`src/hw/rtl/crc4ftg_pkg.sv`:
```
// ----------------------------------------------------------------------------
// crc4ftg_pkg
// Shared types, constants and CRC helpers for the frame tail generator.
// ----------------------------------------------------------------------------
package crc4ftg_pkg;

    localparam int unsigned BYTE_W      = 8;
    localparam int unsigned NIB_W       = 4;
    localparam int unsigned NCH_W       = 3;
    localparam int unsigned POS_W       = 3;
    localparam int unsigned LEN_W       = 4;

    localparam logic [NCH_W-1:0] NUM_CH_RESET = 3'd6;
    localparam logic [NCH_W-1:0] MAX_CHANNELS = 3'd6;
    localparam logic [LEN_W-1:0] MAX_PAYLOAD  = 4'd7;

    // queue between front and back
    localparam int unsigned Q_DEPTH = 4;
    localparam int unsigned Q_PTR_W = $clog2(Q_DEPTH);
    localparam int unsigned Q_CNT_W = $clog2(Q_DEPTH + 1);

    // x^4+x+1 nibble table
    localparam logic [NIB_W-1:0] CRC_TABLE [16] = '{
        4'd0, 4'd3, 4'd6, 4'd5, 4'd12, 4'd15, 4'd10, 4'd9,
        4'd11, 4'd8, 4'd13, 4'd14, 4'd7, 4'd4, 4'd1, 4'd2
    };

    typedef struct packed {
        logic [BYTE_W-1:0] tail;   // tail byte, valid when last is set
        logic              last;   // closes the frame
        logic [BYTE_W-1:0] data;   // payload byte
    } q_entry_t;

    typedef enum logic {
        BK_PAYLOAD,
        BK_TAIL
    } back_state_t;

    function automatic logic [NIB_W-1:0] crc_step(input logic [NIB_W-1:0] crc,
                                                  input logic [NIB_W-1:0] nib);
        crc_step = CRC_TABLE[crc] ^ nib;
    endfunction

    function automatic logic [LEN_W-1:0] payload_len(input logic [NCH_W-1:0] nch);
        logic [NCH_W-1:0] n;
        n = (nch > MAX_CHANNELS) ? MAX_CHANNELS : nch;
        if (n >= 3'd3 && n <= 3'd5)
            payload_len = {1'b0, n} + 4'd2;
        else
            payload_len = {1'b0, n} + 4'd1;
    endfunction

endpackage

```
`src/hw/rtl/crc4ftg_front.sv`:
```
// ----------------------------------------------------------------------------
// crc4ftg_front
// Accepts payload bytes, runs the CRC, flags the frame's last byte and
// precomputes its tail byte.
// ----------------------------------------------------------------------------
module crc4ftg_front
(
    input  logic                                    clk,
    input  logic                                    rst_n,
    input  logic                                    cfg_we,
    input  logic [crc4ftg_pkg::NCH_W-1:0]           cfg_wdata,
    input  logic                                    in_valid,
    output logic                                    in_ready,
    input  logic [crc4ftg_pkg::BYTE_W-1:0]          in_data,
    input  logic                                    q_full,
    output logic                                    q_push,
    output crc4ftg_pkg::q_entry_t                   q_wentry
);

    logic [crc4ftg_pkg::NCH_W-1:0] num_ch_reg;
    logic [crc4ftg_pkg::NIB_W-1:0] crc_reg, crc_next;
    logic [crc4ftg_pkg::POS_W-1:0] pos_reg, pos_next;
    logic [crc4ftg_pkg::NIB_W-1:0] seq_reg, seq_next;

    logic [crc4ftg_pkg::NIB_W-1:0] crc_hi, crc_lo, crc_seq;
    logic [crc4ftg_pkg::LEN_W-1:0] len, taken;
    logic                          is_last;

    assign in_ready = !q_full;
    assign q_push   = in_valid && !q_full;

    always_comb
    begin
        crc_hi  = crc4ftg_pkg::crc_step(crc_reg, in_data[7:4]);
        crc_lo  = crc4ftg_pkg::crc_step(crc_hi, in_data[3:0]);
        crc_seq = crc4ftg_pkg::crc_step(crc_lo, seq_reg);
        len     = crc4ftg_pkg::payload_len(num_ch_reg);
        taken   = {1'b0, pos_reg} + 4'd1;
        is_last = !(taken < len && taken <= crc4ftg_pkg::MAX_PAYLOAD);

        q_wentry.data = in_data;
        q_wentry.last = is_last;
        q_wentry.tail = {seq_reg, crc4ftg_pkg::CRC_TABLE[crc_seq]};

        crc_next = crc_reg;
        pos_next = pos_reg;
        seq_next = seq_reg;
        if (q_push)
        begin
            if (is_last)
            begin
                crc_next = '0;
                pos_next = '0;
                seq_next = seq_reg + 4'd1;
            end
            else
            begin
                crc_next = crc_lo;
                pos_next = taken[crc4ftg_pkg::POS_W-1:0];
            end
        end
    end

    always_ff @(posedge clk or negedge rst_n)
    begin
        if (!rst_n)
        begin
            num_ch_reg <= crc4ftg_pkg::NUM_CH_RESET;
            crc_reg    <= '0;
            pos_reg    <= '0;
            seq_reg    <= '0;
        end
        else
        begin
            if (cfg_we)
                num_ch_reg <= cfg_wdata;
            crc_reg <= crc_next;
            pos_reg <= pos_next;
            seq_reg <= seq_next;
        end
    end

endmodule

```
`src/hw/rtl/crc4ftg_queue.sv`:
```
// ----------------------------------------------------------------------------
// crc4ftg_queue
// Small FIFO of classified bytes between front and back.
// ----------------------------------------------------------------------------
module crc4ftg_queue
(
    input  logic                   clk,
    input  logic                   rst_n,
    input  logic                   push,
    input  crc4ftg_pkg::q_entry_t  wentry,
    output logic                   full,
    input  logic                   pop,
    output crc4ftg_pkg::q_entry_t  rentry,
    output logic                   empty
);

    crc4ftg_pkg::q_entry_t           mem [crc4ftg_pkg::Q_DEPTH];
    crc4ftg_pkg::q_entry_t           rentry_reg;
    logic [crc4ftg_pkg::Q_PTR_W-1:0] wr_ptr_reg, rd_ptr_reg, rd_ptr_next;
    logic [crc4ftg_pkg::Q_CNT_W-1:0] cnt_reg, cnt_next;

    assign full   = (cnt_reg == crc4ftg_pkg::Q_CNT_W'(crc4ftg_pkg::Q_DEPTH));
    assign empty  = (cnt_reg == '0);
    assign rentry = rentry_reg;

    always_comb
    begin
        cnt_next = cnt_reg;
        if (push && !pop)
            cnt_next = cnt_reg + 1'b1;
        else if (pop && !push)
            cnt_next = cnt_reg - 1'b1;
        rd_ptr_next = pop ? rd_ptr_reg + 1'b1 : rd_ptr_reg;
    end

    // head entry is prefetched; a write into the head slot bypasses
    always_ff @(posedge clk)
    begin
        if (push)
            mem[wr_ptr_reg] <= wentry;
        if (push && wr_ptr_reg == rd_ptr_next)
            rentry_reg <= wentry;
        else
            rentry_reg <= mem[rd_ptr_next];
    end

    always_ff @(posedge clk or negedge rst_n)
    begin
        if (!rst_n)
        begin
            wr_ptr_reg <= '0;
            rd_ptr_reg <= '0;
            cnt_reg    <= '0;
        end
        else
        begin
            if (push)
                wr_ptr_reg <= wr_ptr_reg + 1'b1;
            rd_ptr_reg <= rd_ptr_next;
            cnt_reg    <= cnt_next;
        end
    end

    a_no_overflow: assert property (@(posedge clk) disable iff (!rst_n)
        full |-> !push)
        else $error("push into full queue");

    a_no_underflow: assert property (@(posedge clk) disable iff (!rst_n)
        empty |-> !pop)
        else $error("pop from empty queue");

    a_ptr_gap: assert property (@(posedge clk) disable iff (!rst_n)
        (cnt_reg != '0 && cnt_reg != crc4ftg_pkg::Q_CNT_W'(crc4ftg_pkg::Q_DEPTH))
        |-> (wr_ptr_reg - rd_ptr_reg) == cnt_reg[crc4ftg_pkg::Q_PTR_W-1:0])
        else $error("queue pointers disagree with count");

endmodule

```
`src/hw/rtl/crc4ftg_back.sv`:
```
// ----------------------------------------------------------------------------
// crc4ftg_back
// Drains the queue into the output register, inserting the tail byte
// after the frame's last payload byte.
// ----------------------------------------------------------------------------
module crc4ftg_back
(
    input  logic                           clk,
    input  logic                           rst_n,
    input  logic                           q_empty,
    input  crc4ftg_pkg::q_entry_t          q_rentry,
    output logic                           q_pop,
    output logic                           out_valid,
    input  logic                           out_ready,
    output logic [crc4ftg_pkg::BYTE_W-1:0] out_data,
    output logic                           out_last
);

    crc4ftg_pkg::back_state_t          state_reg, state_next;
    logic                              out_valid_reg, out_valid_next;
    logic [crc4ftg_pkg::BYTE_W-1:0]    out_byte_reg, out_byte_next;
    logic                              out_last_reg, out_last_next;
    logic [crc4ftg_pkg::BYTE_W-1:0]    tail_reg, tail_next;
    logic                              load;

    assign out_valid = out_valid_reg;
    assign out_data  = out_byte_reg;
    assign out_last  = out_last_reg;
    assign load      = !out_valid_reg || out_ready;

    always_comb
    begin
        state_next     = state_reg;
        out_valid_next = out_valid_reg;
        out_byte_next  = out_byte_reg;
        out_last_next  = out_last_reg;
        tail_next      = tail_reg;
        q_pop          = 1'b0;
        if (load)
        begin
            case (state_reg)
                crc4ftg_pkg::BK_PAYLOAD:
                begin
                    out_valid_next = !q_empty;
                    out_byte_next  = q_rentry.data;
                    out_last_next  = 1'b0;
                    if (!q_empty)
                    begin
                        q_pop = 1'b1;
                        if (q_rentry.last)
                        begin
                            tail_next  = q_rentry.tail;
                            state_next = crc4ftg_pkg::BK_TAIL;
                        end
                    end
                end
                crc4ftg_pkg::BK_TAIL:
                begin
                    out_valid_next = 1'b1;
                    out_byte_next  = tail_reg;
                    out_last_next  = 1'b1;
                    state_next     = crc4ftg_pkg::BK_PAYLOAD;
                end
                default:
                begin
                    state_next = crc4ftg_pkg::BK_PAYLOAD;
                end
            endcase
        end
    end

    always_ff @(posedge clk or negedge rst_n)
    begin
        if (!rst_n)
        begin
            state_reg     <= crc4ftg_pkg::BK_PAYLOAD;
            out_valid_reg <= 1'b0;
            out_last_reg  <= 1'b0;
        end
        else
        begin
            state_reg     <= state_next;
            out_valid_reg <= out_valid_next;
            out_last_reg  <= out_last_next;
        end
    end

    always_ff @(posedge clk)
    begin
        out_byte_reg <= out_byte_next;
        tail_reg     <= tail_next;
    end

    // a pending tail always sits behind a shown payload byte
    a_tail_after_payload: assert property (@(posedge clk) disable iff (!rst_n)
        state_reg == crc4ftg_pkg::BK_TAIL |-> out_valid_reg && !out_last_reg)
        else $error("tail pending without payload byte in output register");

endmodule

```
`src/hw/rtl/crc4_frame_tail_generator.sv`:
```
// ----------------------------------------------------------------------------
// crc4_frame_tail_generator
// Passes frame payload bytes through and appends a tail byte with a
// sequence number and a CRC-4 (x^4+x+1) over the payload and sequence.
// ----------------------------------------------------------------------------
//
//  port group   dir  fields (low bit first)        note
//  s_*          in   tdata: data_byte[7:0]         payload bytes
//  m_*          out  tdata: out_byte[7:0]          payload pass-through + tail
//                    tlast: frame_end              high on the tail byte
//  cfg_*        in   wdata: num_channels[2:0]      written when cfg_we high
//
//  One payload byte is accepted per cycle while the queue has room; the CRC
//  for it (two nibble table steps, plus the sequence fold on a closing byte)
//  is done in the front stage in that same cycle.
//  The closing byte of a frame is followed on the output by its tail byte,
//  so a frame of N bytes takes N+1 output transfers.
//  A four-entry queue separates front and back; output stalls only fill it,
//  and s_tready drops when it is full.
//  Reset (rst_n low, asynchronous) clears CRC, byte position and sequence
//  and sets num_channels to 6. No clearing pass is needed.
// ----------------------------------------------------------------------------
module crc4_frame_tail_generator
(
    input  logic                                   clk,
    input  logic                                   rst_n,

    input  logic                                   cfg_we,
    input  logic [crc4ftg_pkg::NCH_W-1:0]          cfg_wdata,  // num_channels

    input  logic                                   s_tvalid,
    output logic                                   s_tready,
    input  logic [crc4ftg_pkg::BYTE_W-1:0]         s_tdata,    // data_byte

    output logic                                   m_tvalid,
    input  logic                                   m_tready,
    output logic [crc4ftg_pkg::BYTE_W-1:0]         m_tdata,    // out_byte
    output logic                                   m_tlast     // frame_end
);

    // front -> queue
    logic                  q_push;
    crc4ftg_pkg::q_entry_t q_wentry;
    logic                  q_full;

    // queue -> back
    logic                  q_pop;
    crc4ftg_pkg::q_entry_t q_rentry;
    logic                  q_empty;

    // Front: classifies each byte (last of frame or not) and computes the
    // tail byte on the closing transfer, so the back end only sequences.
    crc4ftg_front u_front
    (
        .clk       (clk),
        .rst_n     (rst_n),
        .cfg_we    (cfg_we),
        .cfg_wdata (cfg_wdata),
        .in_valid  (s_tvalid),
        .in_ready  (s_tready),
        .in_data   (s_tdata),
        .q_full    (q_full),
        .q_push    (q_push),
        .q_wentry  (q_wentry)
    );

    crc4ftg_queue u_queue
    (
        .clk    (clk),
        .rst_n  (rst_n),
        .push   (q_push),
        .wentry (q_wentry),
        .full   (q_full),
        .pop    (q_pop),
        .rentry (q_rentry),
        .empty  (q_empty)
    );

    // Back: registered output; inserts the tail transfer after a closing byte.
    crc4ftg_back u_back
    (
        .clk       (clk),
        .rst_n     (rst_n),
        .q_empty   (q_empty),
        .q_rentry  (q_rentry),
        .q_pop     (q_pop),
        .out_valid (m_tvalid),
        .out_ready (m_tready),
        .out_data  (m_tdata),
        .out_last  (m_tlast)
    );

endmodule
```
`config.mk`:
```
export PLATFORM = sky130hd
export DESIGN_NAME = crc4_frame_tail_generator
export DESIGN_NICKNAME = d
export VERILOG_FILES = /design/src/hw/rtl/crc4ftg_pkg.sv /design/src/hw/rtl/crc4ftg_front.sv /design/src/hw/rtl/crc4ftg_queue.sv /design/src/hw/rtl/crc4ftg_back.sv /design/src/hw/rtl/crc4_frame_tail_generator.sv
export SDC_FILE = /design/constraint.sdc
export NUM_CORES = 1
export LEC_CHECK = 0
export BUFFER_PORTS_ARGS = -buffer_cell sky130_fd_sc_hd__buf_2
export CAP_MARGIN = 10
export CORE_ASPECT_RATIO = 0.7
export CORE_MARGIN = 2
export CORE_UTILIZATION = 40
export CTS_BUF_LIST = sky130_fd_sc_hd__clkbuf_4 sky130_fd_sc_hd__clkbuf_8 sky130_fd_sc_hd__clkbuf_16
export DETAILED_ROUTE_END_ITERATION = 10
export GPL_TIMING_DRIVEN = 0
export PLACE_DENSITY = 0.6
export SYNTH_ARGS = -nofsm -noshare
export SYNTH_HDL_FRONTEND = slang
export SYNTH_SLANG_ARGS = --single-unit
```
`constraint.sdc`:
```
create_clock -name clk -period 4.9 [get_ports clk]
set_input_delay 0.98 -clock clk [delete_from_list [all_inputs] [get_ports clk]]
set_output_delay 0.98 -clock clk [all_outputs]
set_load 0.005 [all_outputs]
```
======== Word level (Yosys, flattened, before mapping) ========
Memories as Yosys holds them, arrays and structs flattened. A register that Yosys moved wholly into a read port is not among the register bits.
Index checks and enable logic that the tools add are counted.
word-level totals
  register bits after elaboration ......... 40
  memory bits (writable) .................. 68
  ROM bits ................................ 256
  input port bits ......................... 16
  output and inout bits ................... 11
  logic and storage cells ................. 87
  memories ................................ 5
cells by class
  add/sub/neg operators ................... 8
  magnitude comparators ................... 9
  eq/ne operators ......................... 1
  mux-type cells .......................... 26
  bitwise logic cells ..................... 10
  reduce and logical (&&, ||, !) cells .... 16
memory list
  name             depth  width  rd ports  clocked after memory_dff  wr ports  RTL line             text
  u_queue.mem      4      17     1         1                         1         crc4ftg_queue.sv:17  crc4ftg_pkg::q_entry_t mem [crc4ftg_pkg::Q_DEPTH];
  (no name shown)  16     4      1         0                         0         crc4ftg_pkg.sv:41    crc_step = CRC_TABLE[crc] ^ nib;
  (no name shown)  16     4      1         0                         0         crc4ftg_pkg.sv:41
  (no name shown)  16     4      1         0                         0         crc4ftg_pkg.sv:41
  (no name shown)  16     4      1         0                         0         crc4ftg_front.sv:43  q_wentry.tail = {seq_reg, crc4ftg_pkg::CRC_TABLE[crc_seq]};
operators with widths
  cell                                                                                  count
  4-bit two-way mux                                                                     10
  5-bit greater-or-equal comparator (second input constant)                             4
  4-bit NOT with 5-bit output                                                           4
  8-bit case mux with 2 select lines                                                    1
  3-bit two-way mux                                                                     4
  4-bit bitwise XOR                                                                     3
  3-bit by 1-bit adder with 4-bit output (second input constant)                        2
  1-bit two-way mux                                                                     7
  1-bit zero test                                                                       6
  1-bit case mux with 2 select lines                                                    3
  1-bit logical AND                                                                     5
  2-bit by 1-bit adder with 2-bit output (second input constant)                        2
  3-bit by 2-bit adder with 4-bit output (second input constant)                        1
  4-bit by 1-bit adder with 4-bit output (second input constant)                        1
  4-bit by 3-bit less-or-equal comparator with 1-bit output (second input constant)     1
  4-bit less-than comparator                                                            1
  4-bit AND reduction                                                                   1
  3-bit by 1-bit adder with 3-bit output (second input constant)                        1
  3-bit equality test (second input constant)                                           1
  3-bit by 2-bit greater-or-equal comparator with 1-bit output (second input constant)  1
  3-bit greater-than comparator (second input constant)                                 1
  3-bit less-or-equal comparator (second input constant)                                1
  3-bit zero test                                                                       1
  1-bit NOT                                                                             3
  other kinds (5)                                                                       5

======== Logic depth before layout (Yosys ltp) ========
  depth after elaboration ................. 19
  depth in mapped cells ................... 13
  gate-level depth less buffers ........... 12

======== Hierarchy ========
A second synthesis with hierarchy kept.
second synthesis, totals
  cells, all modules ...................... 290
  area, all modules ....................... 4958.5 um^2
modules (own cells, without submodules)
  module         times used  cells each  area each (um^2)  seq. area each (um^2)
  crc4ftg_queue  1           125         2922.8            2257.2
  crc4ftg_front  1           129         1292.5            352.8
  crc4ftg_back   1           36          743.2             555.5

======== Worst setup path after synthesis ========
OpenSTA, ideal clock, no wires.
  path type ............................... reg2reg
  start ................................... register u_front.num_ch_reg[1] (netlist bit)
  end ..................................... register u_front.seq_reg[3] (netlist bit)
  library setup time ...................... 0.127 ns
  arrival time ............................ 2.610 ns
  required time ........................... 4.773 ns
  setup slack ............................. 2.163 ns
  cell stages (with the launch flop) ...... 14
  buffers on the path ..................... 1
  clock period less this slack ............ 2.737 ns
  cell sequence ........................... dfstp_2 > ha_1 > or2_2 > ha_1 > inv_1 > ha_1 > nor2_1 > mux2i_1 > ha_1 > a21oi_1 > o211ai_1 > clkbuf_1 > nand3_1 > xnor2_1
between the ends
  cells in the longest elaborated chain, start to end .. 9
  elaborated cells between the ends (all ways) .. 12
  those cells by class .................... add/sub (2); order compare (4); mux (2); bitwise (1); reduce/logical (3)
ends and longest elaborated chain
  what                                                                                                                   RTL line             text
  from (decl)                                                                                                            crc4ftg_front.sv:20  logic [crc4ftg_pkg::NCH_W-1:0] num_ch_reg;
  from (signal assigned)                                                                                                 crc4ftg_front.sv:68  num_ch_reg <= crc4ftg_pkg::NUM_CH_RESET;
  from (signal assigned)                                                                                                 crc4ftg_front.sv:76  num_ch_reg <= cfg_wdata;
  3-bit greater-than comparator                                                                                          crc4ftg_pkg.sv:46    n = (nch > MAX_CHANNELS) ? MAX_CHANNELS : nch;
  3-bit two-way mux (*)                                                                                                  crc4ftg_pkg.sv:46
  3-bit by 2-bit greater-or-equal comparator with 1-bit output / 3-bit less-or-equal comparator (equally long branches)  crc4ftg_pkg.sv:47    if (n >= 3'd3 && n <= 3'd5)
  1-bit logical AND                                                                                                      crc4ftg_pkg.sv:47
  4-bit two-way mux (*)                                                                                                  crc4ftg_pkg.sv:47
  4-bit less-than comparator (*)                                                                                         crc4ftg_front.sv:39  is_last = !(taken < len && taken <= crc4ftg_pkg::MAX_PAYLOAD);
  1-bit logical AND (*)                                                                                                  crc4ftg_front.sv:39
  1-bit NOT (no source line) (*)                                                                                         n/a
  2-bit AND reduction (no source line) (*)                                                                               n/a
  to (signal assigned)                                                                                                   crc4ftg_front.sv:79  seq_reg <= seq_next;
  to (decl)                                                                                                              crc4ftg_front.sv:23  logic [crc4ftg_pkg::NIB_W-1:0] seq_reg, seq_next;
Mark *: on every way between the ends. The rest lies on a longest branch, timed or not.
A chain may end at the register's enable or synchronous reset.

======== Final worst setup path ========
  start ................................... register u_front.num_ch_reg[2] (netlist bit)
  end ..................................... register u_front.seq_reg[3] (netlist bit)
Same word-level chain as after synthesis.

==> metrics.csv <==
stage;metric;value;unit
logic_synthesis;Compound-Gate Fraction of Synth Area;2.11;%
logic_synthesis;Primary FF master, synth;edfxtp_1;
logic_synthesis;adder-cell share of the synthesized area;4.48;%
logic_synthesis;post-synthesis xor/xnor area fraction;7.83;%
clock_tree;number of hold buffers added after CTS;0;
clock_tree;H-tree depth;3;
clock_tree;Clock Latency Late Sink;350;ps
clock_tree;# resized after CTS;0;
clock_tree;Num Clock Sinks;110;
grt;initial antenna violation count;0;
route;WL/cell;17.1;um
finish;final net count;337;
sta;Tcrit/Tclk final;66.2;%
sta;Max Freq;308;MHz
sta;final setup vio count;0;
critical_path;critical path class;flop to flop;
critical_path;Slowest cell on crit path;clkbuf_1;
power_and_ir_drop;pwr dens;821;nW/um2
floorplanning;Initial Util;41.6;%
route;vias per inst;4.85;
finish;fillers;981;
logic_synthesis;Synth Area in Simple Gates;3.86;%
sta;fin crit period;3240;ps
place;routability congestion estimate;0.756;
finish;fraction of layout cells with a size suffix above 1;26.1;%
route;DRC errors left;0;
floorplanning;FP Rows;32;
route;First DRT Iteration DRCs;152;
clock_tree;CTS clk-pin slew, worst paths;60;ps
grt;first-pass GRT wire length;12900;um
clock_tree;TritonCTS Buffers;9;
floorplanning;die area;12500;um2
finish;sequential cell area;3170;um2
logic_synthesis;Cell Area, Synth;4630;um2
grt;Overflow after GRT;0;
finish;fin cells;463;
finish;multi-input logic area;1400;um2
place;DP Cell Count;447;
finish;max reg flops;68;
logic_synthesis;largest family of logic cells by synthesized area;multiplexers;
route;1st-pass router iterations;4;
clock_tree;Longest Clk Path Bufs;2;
sta;Fin. Hold Viols;0;
finish;ANT cells;0;
grt;largest net degree at the start of global routing;25;
route;total wire length;7930;um
logic_synthesis;async set or reset register ratio after synthesis;21.8;%
sta;Max Transition Viols Final;0;
grt;vias in the first global route;2250;
clock_tree;post-CTS setup buffer count;0;
sta;Slew headroom;33.9;%
critical_path;CP Max Fanout;13;
place;PortBufs;26;
logic_synthesis;synth top area cells;edfxtp_1 54%, dfrtp_1 12%, mux4_2 8.3%;
critical_path;CP Cell Sequence;ha_1 -> or2_2 -> ha_1 -> inv_1 -> ha_1 -> nor2_1 -> mux2i_1 -> ha_1 -> a21oi_1 -> o211ai_1 -> clkbuf_1 -> nand3_1 -> xnor2_1;
power_and_ir_drop;Tot Pwr;4.35;mW
logic_synthesis;Syn Area/Cell;17.3;um2
critical_path;Req. time, crit path;5120;ps
run_status;status;completed;
clock_tree;CTS tree;built;
floorplanning;I/O pin cnt;27;
finish;final core occ;47.6;%
grt;gr usage total;14.1;%
logic_synthesis;Mapped Cells;268;
logic_synthesis;Yosys cell types;35;
sta;final setup TNS;0;ps
floorplanning;Die W;133;um
power_and_ir_drop;Max VDD drop;0.000405;V
critical_path;Worst path max stage delay;570;ps
logic_synthesis;mux cell area share after synthesis;11.9;%
run;Max-Cap Viols;0;
sta;skew final;9.74;ps
logic_synthesis;top cell type by total area after synthesis;edfxtp_1;
floorplanning;Die Ht;94.0;um
power_and_ir_drop;Leak;1.97;nW
sta;RSZ-0062 raised after global routing;no;
worst_hold_path;type of the tightest min-delay check;flop to flop;
critical_path;crit start category;flop;
logic_synthesis;flip-flop and latch count after synthesis;110;
route;via count;2244;
logic_synthesis;count of flip-flops with a built-in enable after synthesis;84;
critical_path;crit path DAT;3470;ps
sta;worst slew pin tran;992;ps
logic_synthesis;Syn. warnings;0;
logic_synthesis;Seq/Total Area, Yosys;68.3;%
clock_tree;CTS root buf;clkbuf_16;
finish;Area Growth Syn to Fin;14.4;%
critical_path;Critical Path Most Common Cell;ha_1;
place;hpwl dp;5210;um
route;antenna viol nets, final;0;
logic_synthesis;syn nets;300;
floorplanning;Core Area;11100;um2
critical_path;type of destination of the critical path;flop;
logic_synthesis;Yosys top cell area share;54.5;%
## critical path: cells and delay by family, from the launching register on
kind	cells	cell delay [ps]
flops	1	550
mux	1	110
simple gates	3	520
compound gates	2	350
xor+xnor	1	160
fa+ha+maj	4	830
buf+inv	2	610
## cell families (layout without fill, tap and decap cells)
logic type | Yosys count | after routing
mux | 32 | 32
flops | 110 | 110
fa+ha+maj | 16 | 16
xor+xnor | 38 | 38
simple gates | 38 | 38
compound gates | 16 | 16
buf+inv | 17 | 59
other cells | 1 | 1
## routing by layer
layer	global-route usage [%]	wire (um)	up-vias
met3	3.94	260	10
li1	-	-	1069
met5	0	0	-
met2	20.3	3390	33
met4	4.57	108	0
met1	20.7	4170	1132
## synth_stat cells, drive strengths merged (4+ instances only)
cell type / count
ha: 15
nand2: 16
buf: 4
inv: 10
dfrtp: 22
xor2: 13
nor2: 6
and3: 6
edfxtp: 84
xnor2: 25
mux4: 17
mux2: 13
o21ai: 8
## cells in the final DEF (no fill, tap or decap), types with 3 or more instances in the layout
cell	netlist	routed
edfxtp_1	84	84
buf_2	2	28
xnor2_1	22	22
dfrtp_1	22	22
mux4_2	17	17
nand2_1	16	16
ha_1	15	15
mux2_2	12	12
xor2_1	12	12
inv_1	9	9
clkbuf_16	0	9
nor2_1	6	6
and3_1	6	6
o21ai_0	5	5
clkbuf_1	3	3
xnor2_2	3	3
nor3_1	3	3
o21ai_1	3	3
a21o_1	3	3
o31ai_1	3	3
bufinv_16	0	3
clkbuf_4	0	3
## metrics by stage
| step | instance area, um2 | hold slack [ps] | setup slack [ps] |
|---|---|---|---|
| 2_1_floorplan | 4630 | 439 | 2160 |
| 3_3_place_gp | 4950 | 457 | 1740 |
| 3_5_place_dp | 4950 | 459 | 1640 |
| 4_1_cts | 5300 | 474 | 1620 |
| 5_1_grt | 5300 | 510 | 1410 |
| 6_report | 5300 | 471 | 1660 |
## worst paths after layout
| check | slack (ps) | cells past startpoint | start | to |
|---|---|---|---|---|
| min | 470 | 1 | u_queue.rd_ptr_reg[1] | u_queue.rd_ptr_reg[1] |
| max reg2reg | 1660 | 13 | u_front.num_ch_reg[2] | u_front.seq_reg[3] |
| max in group asynchronous | 3880 | 1 | rst_n | u_back.state_reg |
| min in group asynchronous | 630 | 1 | rst_n | u_front.crc_reg[2] |
| max | 1660 | 13 | u_front.num_ch_reg[2] | u_front.seq_reg[3] |
| min reg2reg | 470 | 1 | u_queue.rd_ptr_reg[1] | u_queue.rd_ptr_reg[1] |
## power by group
group          internal (mW)  leakage, nW  total [mW]  switching (mW)
clock                  0.517        0.167       0.827           0.310
combinational          0.734        0.725        1.68           0.945
sequential              1.69         1.08        1.84           0.154
## final cells by class
class	instances	area share, %
repair buffers	26	2.46
clock inverters	4	1.84
flip-flops and latches	110	59.7
plain buffers	7	0.543
well taps	153	3.61
inverters	10	0.708
clock buffers	12	4.68
multi-input cells	141	26.4
Power figures use the tool's default switching activity.
